$ cat src/sv/ptc_pkg.sv
package ptc_pkg;

  localparam int PosW = 24;
  localparam int VelW = 16;
  localparam int RadW = 16;
  localparam int LvlW = 3;
  localparam int CfgIdxW = 2;

  // grade codes
  localparam logic [LvlW-1:0] LVL_NONE     = 3'd0;
  localparam logic [LvlW-1:0] LVL_CAUTION  = 3'd1;
  localparam logic [LvlW-1:0] LVL_WARNING  = 3'd2;
  localparam logic [LvlW-1:0] LVL_CRITICAL = 3'd3;
  localparam logic [LvlW-1:0] LVL_PANIC    = 3'd4;

  // configuration register indexes
  localparam logic [CfgIdxW-1:0] REG_PANIC    = 2'd0;
  localparam logic [CfgIdxW-1:0] REG_CRITICAL = 2'd1;
  localparam logic [CfgIdxW-1:0] REG_WARNING  = 2'd2;
  localparam logic [CfgIdxW-1:0] REG_CAUTION  = 2'd3;

  localparam logic [RadW-1:0] PANIC_RST    = 16'd128;
  localparam logic [RadW-1:0] CRITICAL_RST = 16'd256;
  localparam logic [RadW-1:0] WARNING_RST  = 16'd512;
  localparam logic [RadW-1:0] CAUTION_RST  = 16'd1024;

  // pipeline depth of the front part and depth of the middle queue
  localparam int FrontStages = 4;
  localparam int FrontCntW   = 3;
  localparam int QDepth      = 8;
  localparam int QAddrW      = 3;
  localparam int QCntW       = 4;

  typedef struct packed {
    logic            last;
    logic            flying;
    logic [LvlW-1:0] level;
  } grade_item_t;

endpackage

$ cat src/sv/ptc_queue.sv
module ptc_queue (
  input  logic                        clk,
  input  logic                        rst,
  input  logic                        push,
  input  ptc_pkg::grade_item_t        push_item,
  input  logic                        pop,
  output logic                        empty,
  output ptc_pkg::grade_item_t        head,
  output logic [ptc_pkg::QCntW-1:0]   count
);
  import ptc_pkg::*;

  grade_item_t       entries [QDepth];
  logic [QAddrW-1:0] wptr, rptr;
  logic              do_pop;

  assign empty  = (count == '0);
  assign head   = entries[rptr];
  assign do_pop = pop && !empty;

  always_ff @(posedge clk) begin
    if (push) begin
      entries[wptr] <= push_item;
    end
  end

  always_ff @(posedge clk) begin
    if (rst) begin
      wptr  <= '0;
      rptr  <= '0;
      count <= '0;
    end else begin
      if (push) begin
        wptr <= wptr + 1'b1;
      end
      if (do_pop) begin
        rptr <= rptr + 1'b1;
      end
      case ({push, do_pop})
        2'b10:   count <= count + 1'b1;
        2'b01:   count <= count - 1'b1;
        default: count <= count;
      endcase
    end
  end

endmodule

$ cat config.mk
export PLATFORM = sky130hd
export DESIGN_NAME = ptc_queue
export DESIGN_NICKNAME = d
export VERILOG_FILES = /design/src/sv/ptc_pkg.sv /design/src/sv/ptc_queue.sv
export SDC_FILE = /design/constraint.sdc
export NUM_CORES = 1
export LEC_CHECK = 0
export BUFFER_PORTS_ARGS = -buffer_cell sky130_fd_sc_hd__clkbuf_2
export CORE_MARGIN = 2
export CORE_UTILIZATION = 40
export CTS_BUF_LIST = sky130_fd_sc_hd__clkbuf_8
export CTS_CLUSTER_DIAMETER = 80
export DETAILED_ROUTE_END_ITERATION = 7
export HOLD_SLACK_MARGIN = 0.06
export PLACE_DENSITY = 0.55
export SYNTH_ARGS = -nofsm -noshare
export SYNTH_HDL_FRONTEND = slang
export SYNTH_SLANG_ARGS = --single-unit
$ cat constraint.sdc
create_clock -name clk -period 3.5 [get_ports clk]
set_input_delay 0.35 -clock clk [delete_from_list [all_inputs] [get_ports clk]]
set_output_delay 0.35 -clock clk [all_outputs]
set_load 0.005 [all_outputs]
==> run_results.csv <==
group,metric,value,unit
run_status,status,"completed",
timing,setup_violations,0,
global_route,grt_max_degree,17,
timing,grt_setup_unrepaired,"false",
layout,drive_gt1_frac,0.212,
synth,netlist_area,0.00216,mm²
clocking,cts.clk_slew.worst_paths,0.09,ns
clocking,cts_tree,"built",
routing,vias_per_cell,5.02,
min_path,hp-class,"in -> reg",
clocking,cts_setup_buffers,0,
critical_path,cp_max_fo,10,
layout,regArea,0.00146,mm²
synth,synth_edf_count,40,
timing,hold_ws,0.319,ns
timing,fmax,0.422,GHz
global_route,antenna_found_initial,0,
die,die_area,0.00601,mm²
routing,first_pass_iters,4,
routing,wl_per_cell,16.6,µm
clocking,cts_hold_buf,0,
timing,hold_viol,0,
synth,yosysMostFrequentCell,"edfxtp_1",
synth,synth.area.top_cells,"edfxtp_1 56%, mux4_1 12%, dfxtp_1 12%",
synth,synth_flop_cell,"edfxtp_1",
layout,fillCellCount,456,
synth,synth_top_area_cell,"edfxtp_1",
critical_path,critPathKind,"reg -> out",
critical_path,worstRegToRegCells,5,
synth,ys_warn_count,0,
power,peakVddDrop,320,µV
clocking,clock-sinks,53,
clocking,cts_buffer_depth,2,
synth,synth_common_cells,"40 x edfxtp_1, 14 x nor2_1, 13 x dfxtp_1, 10 x mux4_1",
critical_path,worstSetupEndpointType,"output port",
critical_path,worst_r2r_endpoint,"count[3]$_SDFFE_PP0P_",
routing,drtIter0Drc,107,
clocking,cts_resized,0,
critical_path,crit-reg2reg-launch,"count[0]$_SDFFE_PP0P_",
die,fp-row-count,26,
critical_path,required,3.15,ns
layout,diodes,0,
critical_path,startpoint_type,"register",
routing,wl,3680,µm
routing,drc,0,
synth,syn-instance-count,128,
power,p_leak,0.852,nW
timing,fin_tns_setup,0,ns
timing,slew_headroom,0.387,
power,cellPowerDensity,605,mW/mm²
critical_path,r2r_slack,1.17,ns
synth,ys_ff_latch,53,
place,portBuffers,18,
timing,skew,0.00946,ns
timing,worstMarginPinSlew,0.912,ns
clocking,root_buffer,"clkbuf_8",
die,dieWidth,77.5,µm
synth,async_reset_ff_frac,0,
die,die_h,77.5,µm
synth,syn-num-nets,142,
layout,area_growth,11.3,%
min_path,hold_path.startpoint,"push_item[1]",
routing,vias,1109,
critical_path,crit_arrival,2.02,ns
clocking,htreeDepth,2,
timing,fin_crit_sh,0.677,
critical_path,crit_path_end,"head[1]",
place,dp_hpwl,2550,µm
global_route,grt.overflow.total,0,
synth,synth_cell_type_count,24,
die,ioPinCount,19,
die,start_util,0.418,
power,power.total,1.45,mW
synth,yosysTopAreaCellShare,0.556,
layout,multi_input_comb_area,677,µm²
global_route,grt_pass1_vias,1109,
synth,yosysSeqAreaShare,0.676,
timing,final_max_slew_viol_count,0,
die,core_area,0.00517,mm²
global_route,grt_usage,0.136,
global_route,grt_pass1_wl,6000,µm
routing,ant_nets,0,
place,routabilityCongestion,0.678,
timing,post-route-min-period,2.37,ns
layout,nets,164,
synth,avgSynthCellArea,16.9,µm²
clocking,cts_made_buffers,5,
clocking,clkLatencyLatePin,0.30,ns
flow_run,drv_cap,0,
-- metal layers --
metal | vias up | wire, µm | track usage
met5 | - | 0 | 0
li1 | 539 | - | -
met2 | 28 | 1780 | 0.212
met1 | 534 | 1700 | 0.181
met4 | 0 | 74 | 0.0589
met3 | 8 | 131 | 0.0337
-- registers in the layout, indices dropped and copies added, names as in the netlist, named ones only --
| name | flops |
|---|---|
| rptr | 3 |
| entries | 40 |
| wptr | 3 |
| count | 4 |
-- layout make-up --
type	instances	share of cell area
multi-input cells	71	0.281
well taps	70	0.0364
clock inverters	3	0.00728
repair buffers	18	0.0374
clock buffers	5	0.0286
flip-flops and latches	53	0.607
inverters	1	0.00156
-- worst max-delay path, cell delays in order, from the launching register on --
cell and delay [ns]:
dfxtp_1 0.69, mux4_1 0.63, mux2_2 0.28, clkbuf_2 0.11
-- how the worst min path moves through the flow --
stage	to	slack, ns	depth (start not counted)
after floorplan	entries[0][0]$_DFFE_PP_	0.45	0
after global placement	wptr[0]$_SDFFE_PP0P_	0.48	2
after detailed placement	wptr[0]$_SDFFE_PP0P_	0.50	2
after CTS	entries[7][1]$_DFFE_PP_	0.32	1
after global routing	entries[7][1]$_DFFE_PP_	0.33	1
final	entries[7][1]$_DFFE_PP_	0.32	1
-- report_power, final --
group	internal, mW	switching, mW
sequential	0.720	0.0729
clock	0.138	0.190
combinational	0.191	0.143
total	1.05	0.405
-- logic make-up after synthesis --
logic type | synth area share
xor+xnor | 0.0243
fa+ha+maj | 0.0290
mux | 0.162
flops | 0.676
compound gates | 0.0261
buf+inv | 0.0104
simple gates | 0.0718
-- cells in the final DEF (no fill, tap or decap), types with 2 or more instances in the layout --
cell type	Yosys	layout
mux2_2	6	6
clkinv_2	0	2
ha_1	5	5
nor2_1	14	14
edfxtp_1	40	40
or3_1	2	2
clkbuf_8	0	5
mux4_1	10	10
nor2b_1	3	3
nand2_1	6	6
mux2i_1	2	2
xor2_1	5	5
a21oi_1	5	5
nand2b_1	4	4
nor3_1	2	2
dfxtp_1	13	13
clkbuf_2	0	18
-- through the flow --
step                setup WS, ns  area [µm²]  instances  utilization
finish                      1.13        2410        221        0.465
global route               0.966        2410        221        0.465
CTS                         1.06        2410        221        0.465
detailed placement          1.18        2320        213        0.448
global placement            1.25        2320        213        0.448
floorplan                   1.32        2160        128            -
(Power assumes the default switching activity.)
