`src/sv/ptc_pkg.sv`:
```
package ptc_pkg;

  localparam int PosW = 24;
  localparam int VelW = 16;
  localparam int RadW = 16;
  localparam int LvlW = 3;
  localparam int CfgIdxW = 2;

  // grade codes
  localparam logic [LvlW-1:0] LVL_NONE     = 3'd0;
  localparam logic [LvlW-1:0] LVL_CAUTION  = 3'd1;
  localparam logic [LvlW-1:0] LVL_WARNING  = 3'd2;
  localparam logic [LvlW-1:0] LVL_CRITICAL = 3'd3;
  localparam logic [LvlW-1:0] LVL_PANIC    = 3'd4;

  // configuration register indexes
  localparam logic [CfgIdxW-1:0] REG_PANIC    = 2'd0;
  localparam logic [CfgIdxW-1:0] REG_CRITICAL = 2'd1;
  localparam logic [CfgIdxW-1:0] REG_WARNING  = 2'd2;
  localparam logic [CfgIdxW-1:0] REG_CAUTION  = 2'd3;

  localparam logic [RadW-1:0] PANIC_RST    = 16'd128;
  localparam logic [RadW-1:0] CRITICAL_RST = 16'd256;
  localparam logic [RadW-1:0] WARNING_RST  = 16'd512;
  localparam logic [RadW-1:0] CAUTION_RST  = 16'd1024;

  // pipeline depth of the front part and depth of the middle queue
  localparam int FrontStages = 4;
  localparam int FrontCntW   = 3;
  localparam int QDepth      = 8;
  localparam int QAddrW      = 3;
  localparam int QCntW       = 4;

  typedef struct packed {
    logic            last;
    logic            flying;
    logic [LvlW-1:0] level;
  } grade_item_t;

endpackage

```
`src/sv/ptc_back.sv`:
```
module ptc_back (
  input  logic                       clk,
  input  logic                       rst,
  input  logic                       q_empty,
  input  ptc_pkg::grade_item_t       q_head,
  output logic                       q_pop,
  output logic                       empty,
  input  logic                       pop,
  output logic [ptc_pkg::LvlW-1:0]   threat_level
);
  import ptc_pkg::*;

  logic [LvlW-1:0] worst;
  logic [LvlW-1:0] worst_next;
  logic            res_valid;

  // a last beat needs the result register free (or freed this cycle)
  assign q_pop      = !q_empty && (!q_head.last || !res_valid || pop);
  assign worst_next = (q_head.level > worst) ? q_head.level : worst;
  assign empty      = !res_valid;

  always_ff @(posedge clk) begin
    if (rst) begin
      worst     <= LVL_NONE;
      res_valid <= 1'b0;
    end else begin
      if (pop && res_valid) begin
        res_valid <= 1'b0;
      end
      if (q_pop) begin
        if (q_head.last) begin
          res_valid    <= 1'b1;
          threat_level <= q_head.flying ? worst_next : LVL_NONE;
          worst        <= LVL_NONE;
        end else begin
          worst <= worst_next;
        end
      end
    end
  end

endmodule

```
`config.mk`:
```
export PLATFORM = sky130hd
export DESIGN_NAME = ptc_back
export DESIGN_NICKNAME = d
export VERILOG_FILES = /design/src/sv/ptc_pkg.sv /design/src/sv/ptc_back.sv
export SDC_FILE = /design/constraint.sdc
export NUM_CORES = 1
export LEC_CHECK = 0
export BUFFER_PORTS_ARGS = -buffer_cell sky130_fd_sc_hd__buf_4
export CORE_AREA = 2 2 39 41
export CTS_CLUSTER_SIZE = 30
export DETAILED_ROUTE_END_ITERATION = 8
export DIE_AREA = 0 0 41 43
export PLACE_DENSITY = 0.55
export SLEW_MARGIN = 20
export SYNTH_ARGS = -nofsm -noshare
export SYNTH_HDL_FRONTEND = slang
export SYNTH_SLANG_ARGS = --single-unit
```
`constraint.sdc`:
```
create_clock -name clk -period 4.6 [get_ports clk]
set_clock_uncertainty 0.2 [all_clocks]
set_input_delay 0.92 -clock clk [delete_from_list [all_inputs] [get_ports clk]]
set_output_delay 0.92 -clock clk [all_outputs]
set_load 0.01 [all_outputs]
```
==> flow_summary.ini, run 1 <==
[global_route]
grt_pass1_wl_um = 1480
grtUsageTotal = 0.126
grt_pass1_vias = 342
grt_overflow = 0
grt_max_degree = 7
antenna_found_initial = 0

[clock_network]
cts_hold_buffers = 0
post_cts_buffers = 0
cts_tree = done
htree_levels = 1
cts_sinks = 7
clockBufferDepth = 2
clk_latency_ns = 0.26
cts_inserted_buffers = 3
post_cts_resized = 0
path_clk_slew_ns = 0.06
clock-root-buffer = clkbuf_4

[route]
viasPerCell = 4.99
ant_nets = 0
wl_per_cell_um = 10.8
drt_iter0_markers = 1
dr.pass1.iters = 4
vias = 379
drc = 0
drt_wl_total_um = 817

[logic_synthesis]
async_flop_share = 0
syn_area_um2 = 412
synth-main-ff-cell = dfxtp_1
yosys_warnings = 0
synth_cell_types = 20
syn-mean-instance-area_um2 = 9.57
syn-num-nets = 55
yosysSeqAreaShare = 0.413
synthCells = 43
ys_seq_elements = 7
synth-edff-count = 3

[place]
io_buffers = 13
hpwl_um = 644
preCtsSetupSlack_ns = 1.88
place.gp.congestion = 0.751

[power_and_ir_drop]
p_int_mw = 0.117
swShare = 0.264
powerDensity_nw_per_um2 = 286
combPwrFrac = 0.200
p_clk_frac = 0.365
vdd_ir_drop_max_mv = 0.145
p_switching_mw = 0.0419
power.leakage_nw = 0.242
seqPwrFrac = 0.435

[floorplan]
die_h_um = 43
coreArea_um2 = 1380
io_pins = 14
die_area_um2 = 1760
start_util = 0.297
row_count = 14
die_w_um = 41

[final_layout]
nets = 73
syn_to_final_growth_pct = 35.0
num_antenna_cells = 0
multiInputGateArea_um2 = 219
seq_area_um2 = 170
layout_common_cells = 13 x buf_4, 6 x inv_1, 4 x nor2b_1, 4 x dfxtp_1
final_layout_size_suffix_gt1_frac = 0.300
layout_commonest_cell = buf_4
nFillCells = 140

[critical_path]
required_ns = 3.48
end_kind = primary output
start_kind = input pin
crit_chain = buf_4 > nor2b_1 > a21o_1 > inv_1 > buf_4
reg2reg_depth = 6
worstReg2RegStart = worst[2]
arrival_ns = 1.59
cp_common_cell = buf_4
r2r_slack_ns = 2.66
rr_endpoint = threat_level[1]
critPathMaxStageDelay_ns = 0.20
crit_type = in -> out
critPathMaxFanout = 4
cp_slowest_cell = a21o_1

[sta]
hold_ws_ns = 0.281
report.final.setup_viol = 0
period_needed_ns = 2.71
drv_slew = 0
hold_violations = 0
fmax_mhz = 369
finalCritPeriodShare = 0.589
setup_ws_ns = 1.89
tightest_slew_ns = 0.439
tns_ns = 0
rsz0062_at_grt = no
slew_headroom = 0.705

[hold_path]
holdPathStages = 2
min_to = worst[2]
min_from = worst[2]
hold_path.class = reg -> reg

[flow_run]
cap_violations = 0

[outcome]
outcome = completed
## worst max-delay path by stage
stage	start	end	slack (ns)	cells after the start
after CTS	pop	q_pop	1.88	5
after global placement	pop	q_pop	1.91	5
after detailed placement	pop	q_pop	1.88	5
after floorplan	pop	q_pop	2.16	3
final	pop	q_pop	1.89	5
after global routing	pop	q_pop	1.80	5
## synth_stat cells (2+ instances only)
master    instances  area share
or3_1             2       0.030
a21oi_2           2       0.043
inv_1             6       0.055
dfxtp_1           4        0.19
nand2_1           2       0.018
nor2b_1           4       0.061
a21oi_1           3       0.036
ha_1              3       0.091
mux2i_1           3       0.073
a32oi_1           2       0.043
edfxtp_1          3        0.22
## power by group through the flow
| stage | Clock, mW | Sequential [mW] | Combinational, mW |
|---|---|---|---|
| 3_5_place_dp | 0 | 0.0704 | 0.0319 |
| 5_1_grt | 0.0632 | 0.0693 | 0.0360 |
| 4_1_cts | 0.0590 | 0.0691 | 0.0321 |
| 3_3_place_gp | 0 | 0.0704 | 0.0319 |
| 2_1_floorplan | 0 | 0.0704 | 0.0186 |
| 6_report | 0.0579 | 0.0691 | 0.0318 |
## worst max-delay path, delay by kind of cell
kind | cells | cell delay [ns]
AND/OR/NAND/NOR | 1 | 0.18
buffers and inverters | 3 | 0.29
AO/OA/AOI/OAI | 1 | 0.20
## registers in the layout, indices dropped and copies added, names as in the netlist
name,cells
threat_level,3
worst,3
res_valid,1
## area by class of cell
class / instances / area share
clock buffer: 4 / 0.0473
inverter: 6 / 0.0405
multi-input combinational: 30 / 0.394
sequential: 7 / 0.306
tap: 16 / 0.0360
timing repair buffer: 13 / 0.176
## cells by family (layout without fill, tap and decap cells)
family | Yosys count | after routing | share of synthesized area
flip-flops | 7 | 7 | 0.413
multiplexers | 3 | 3 | 0.0730
AND/OR/NAND/NOR | 15 | 15 | 0.213
AO/OA/AOI/OAI | 9 | 9 | 0.155
buffers and inverters | 6 | 23 | 0.0547
adder cells (fa/ha/maj) | 3 | 3 | 0.0912
## metrics by stage
step                utilization  cells  power, mW  cell area (um2)
floorplan                     -     43     0.0890              412
global placement          0.382     72      0.102              529
detailed placement        0.382     72      0.102              529
CTS                       0.401     76      0.160              556
global route              0.401     76      0.169              556
finish                    0.401     76      0.159              556
## metal layers
layer / part of all wire / global-route usage / vias up
met5: 0 / 0 / -
met4: 0.021 / 0.0600 / 0
met3: 0.10 / 0.0681 / 4
met2: 0.45 / 0.166 / 17
met1: 0.43 / 0.164 / 167
li1: - / - / 191
(Power assumes the default switching activity.)
==> inputs of run 2 (changes only) <==
clock period = 2.7 ns   (was 4.6 ns; I/O delays follow)
==> flow_summary.ini, run 2 (synthesis results as in run 1) <==
[power_and_ir_drop]
power.leakage_nw = 0.242
vdd_ir_drop_max_mv = 0.245
p_total_mw = 0.267
powerDensity_nw_per_um2 = 481

[clock_network]
clk_latency_ns = 0.25
cts_inserted_buffers = 3
cts_tree = done
post_cts_resized = 0
cts_sinks = 7
clockBufferDepth = 2
post_cts_buffers = 0
path_clk_slew_ns = 0.05
clock-root-buffer = clkbuf_4
htree_levels = 1
cts_hold_buffers = 0

[sta]
rsz0062_at_grt = no
drv_slew = 0
period_needed_ns = 1.96
tightest_slew_ns = 0.443
finalCritPeriodShare = 0.725
hold_violations = 0
tns_ns = 0
hold_ws_ns = 0.283
fmax_mhz = 511
report.final.setup_viol = 0
slew_headroom = 0.703

[final_layout]
fin_cells = 76
num_antenna_cells = 0
final_layout_size_suffix_gt1_frac = 0.300
multiInputGateArea_um2 = 219
reg_top3 = threat_level (3), worst (3), res_valid (1)
layout_commonest_cell = buf_4
syn_to_final_growth_pct = 35.0
nets = 73
nFillCells = 150
layout_common_cells = 13 x buf_4, 6 x inv_1, 4 x nor2b_1, 4 x dfxtp_1
seq_area_um2 = 170

[floorplan]
die_area_um2 = 1760
die_w_um = 41
coreArea_um2 = 1380
row_count = 14
die_h_um = 43
io_pins = 14
start_util = 0.297

[critical_path]
worstReg2RegStart = worst[2]
reg2reg_depth = 6
r2r_slack_ns = 0.77
start_kind = input pin
critPathMaxFanout = 4
required_ns = 1.96
arrival_ns = 1.22
end_kind = primary output
rr_endpoint = threat_level[1]
crit_type = in -> out

[route]
drt_iter0_markers = 1
wl_per_cell_um = 10.4
vias = 361
viasPerCell = 4.75
drt_wl_total_um = 789
drc = 0
dr.pass1.iters = 2
ant_nets = 0

[hold_path]
min_to = worst[2]
holdPathStages = 2
min_from = rst
hold_path.class = in -> reg

[global_route]
grt_overflow = 0
grt_max_degree = 7
grtUsageTotal = 0.124
antenna_found_initial = 0
grt_pass1_vias = 352
grt_pass1_wl_um = 1410

[place]
io_buffers = 13
hpwl_um = 630
place.gp.congestion = 0.733
place_inst = 72

[outcome]
outcome = completed

[flow_run]
cap_violations = 0
-- run 2: critical path, stage by stage --
cell	delay (ns)
buf_4	0.11
nor2b_1	0.18
a21o_1	0.21
inv_1	0.05
buf_4	0.13
-- run 2: worst max-delay path by stage --
| stage | startpoint | end | cells after the start |
|---|---|---|---|
| after floorplan | q_head[2] | threat_level[0] | 5 |
| after global placement | q_head[2] | threat_level[1] | 6 |
| after detailed placement | q_head[2] | threat_level[1] | 6 |
| after CTS | pop | q_pop | 5 |
| after global routing | worst[2] | threat_level[0] | 6 |
| final | pop | q_pop | 5 |
-- run 2: metal layers --
layer  share of wire  track usage  wire (um)
met1            0.42        0.152        334
met3           0.080       0.0942         63
met5               0            0          0
met4               0       0.0200          0
met2            0.50        0.172        392
-- run 2: where the power goes --
group	switching (mW)	internal (mW)
Clock	0.0394	0.0564
Sequential	0.00220	0.115
Combinational	0.0270	0.0271
Total	0.0686	0.199
-- run 2: area by class of cell --
cell class                      instances  area share
Clock buffer                            4      0.0473
Inverter                                6      0.0405
Multi-Input combinational cell         30       0.394
Sequential cell                         7       0.306
Tap cell                               16      0.0360
Timing Repair Buffer                   13       0.176
-- run 2: per-stage QoR --
step                 util  worst slack [ns]  instance area [um2]
floorplan               -             0.759                  412
global placement    0.382             0.527                  529
detailed placement  0.382             0.516                  529
CTS                 0.401             0.729                  556
global route        0.401             0.648                  556
finish              0.401             0.743                  556
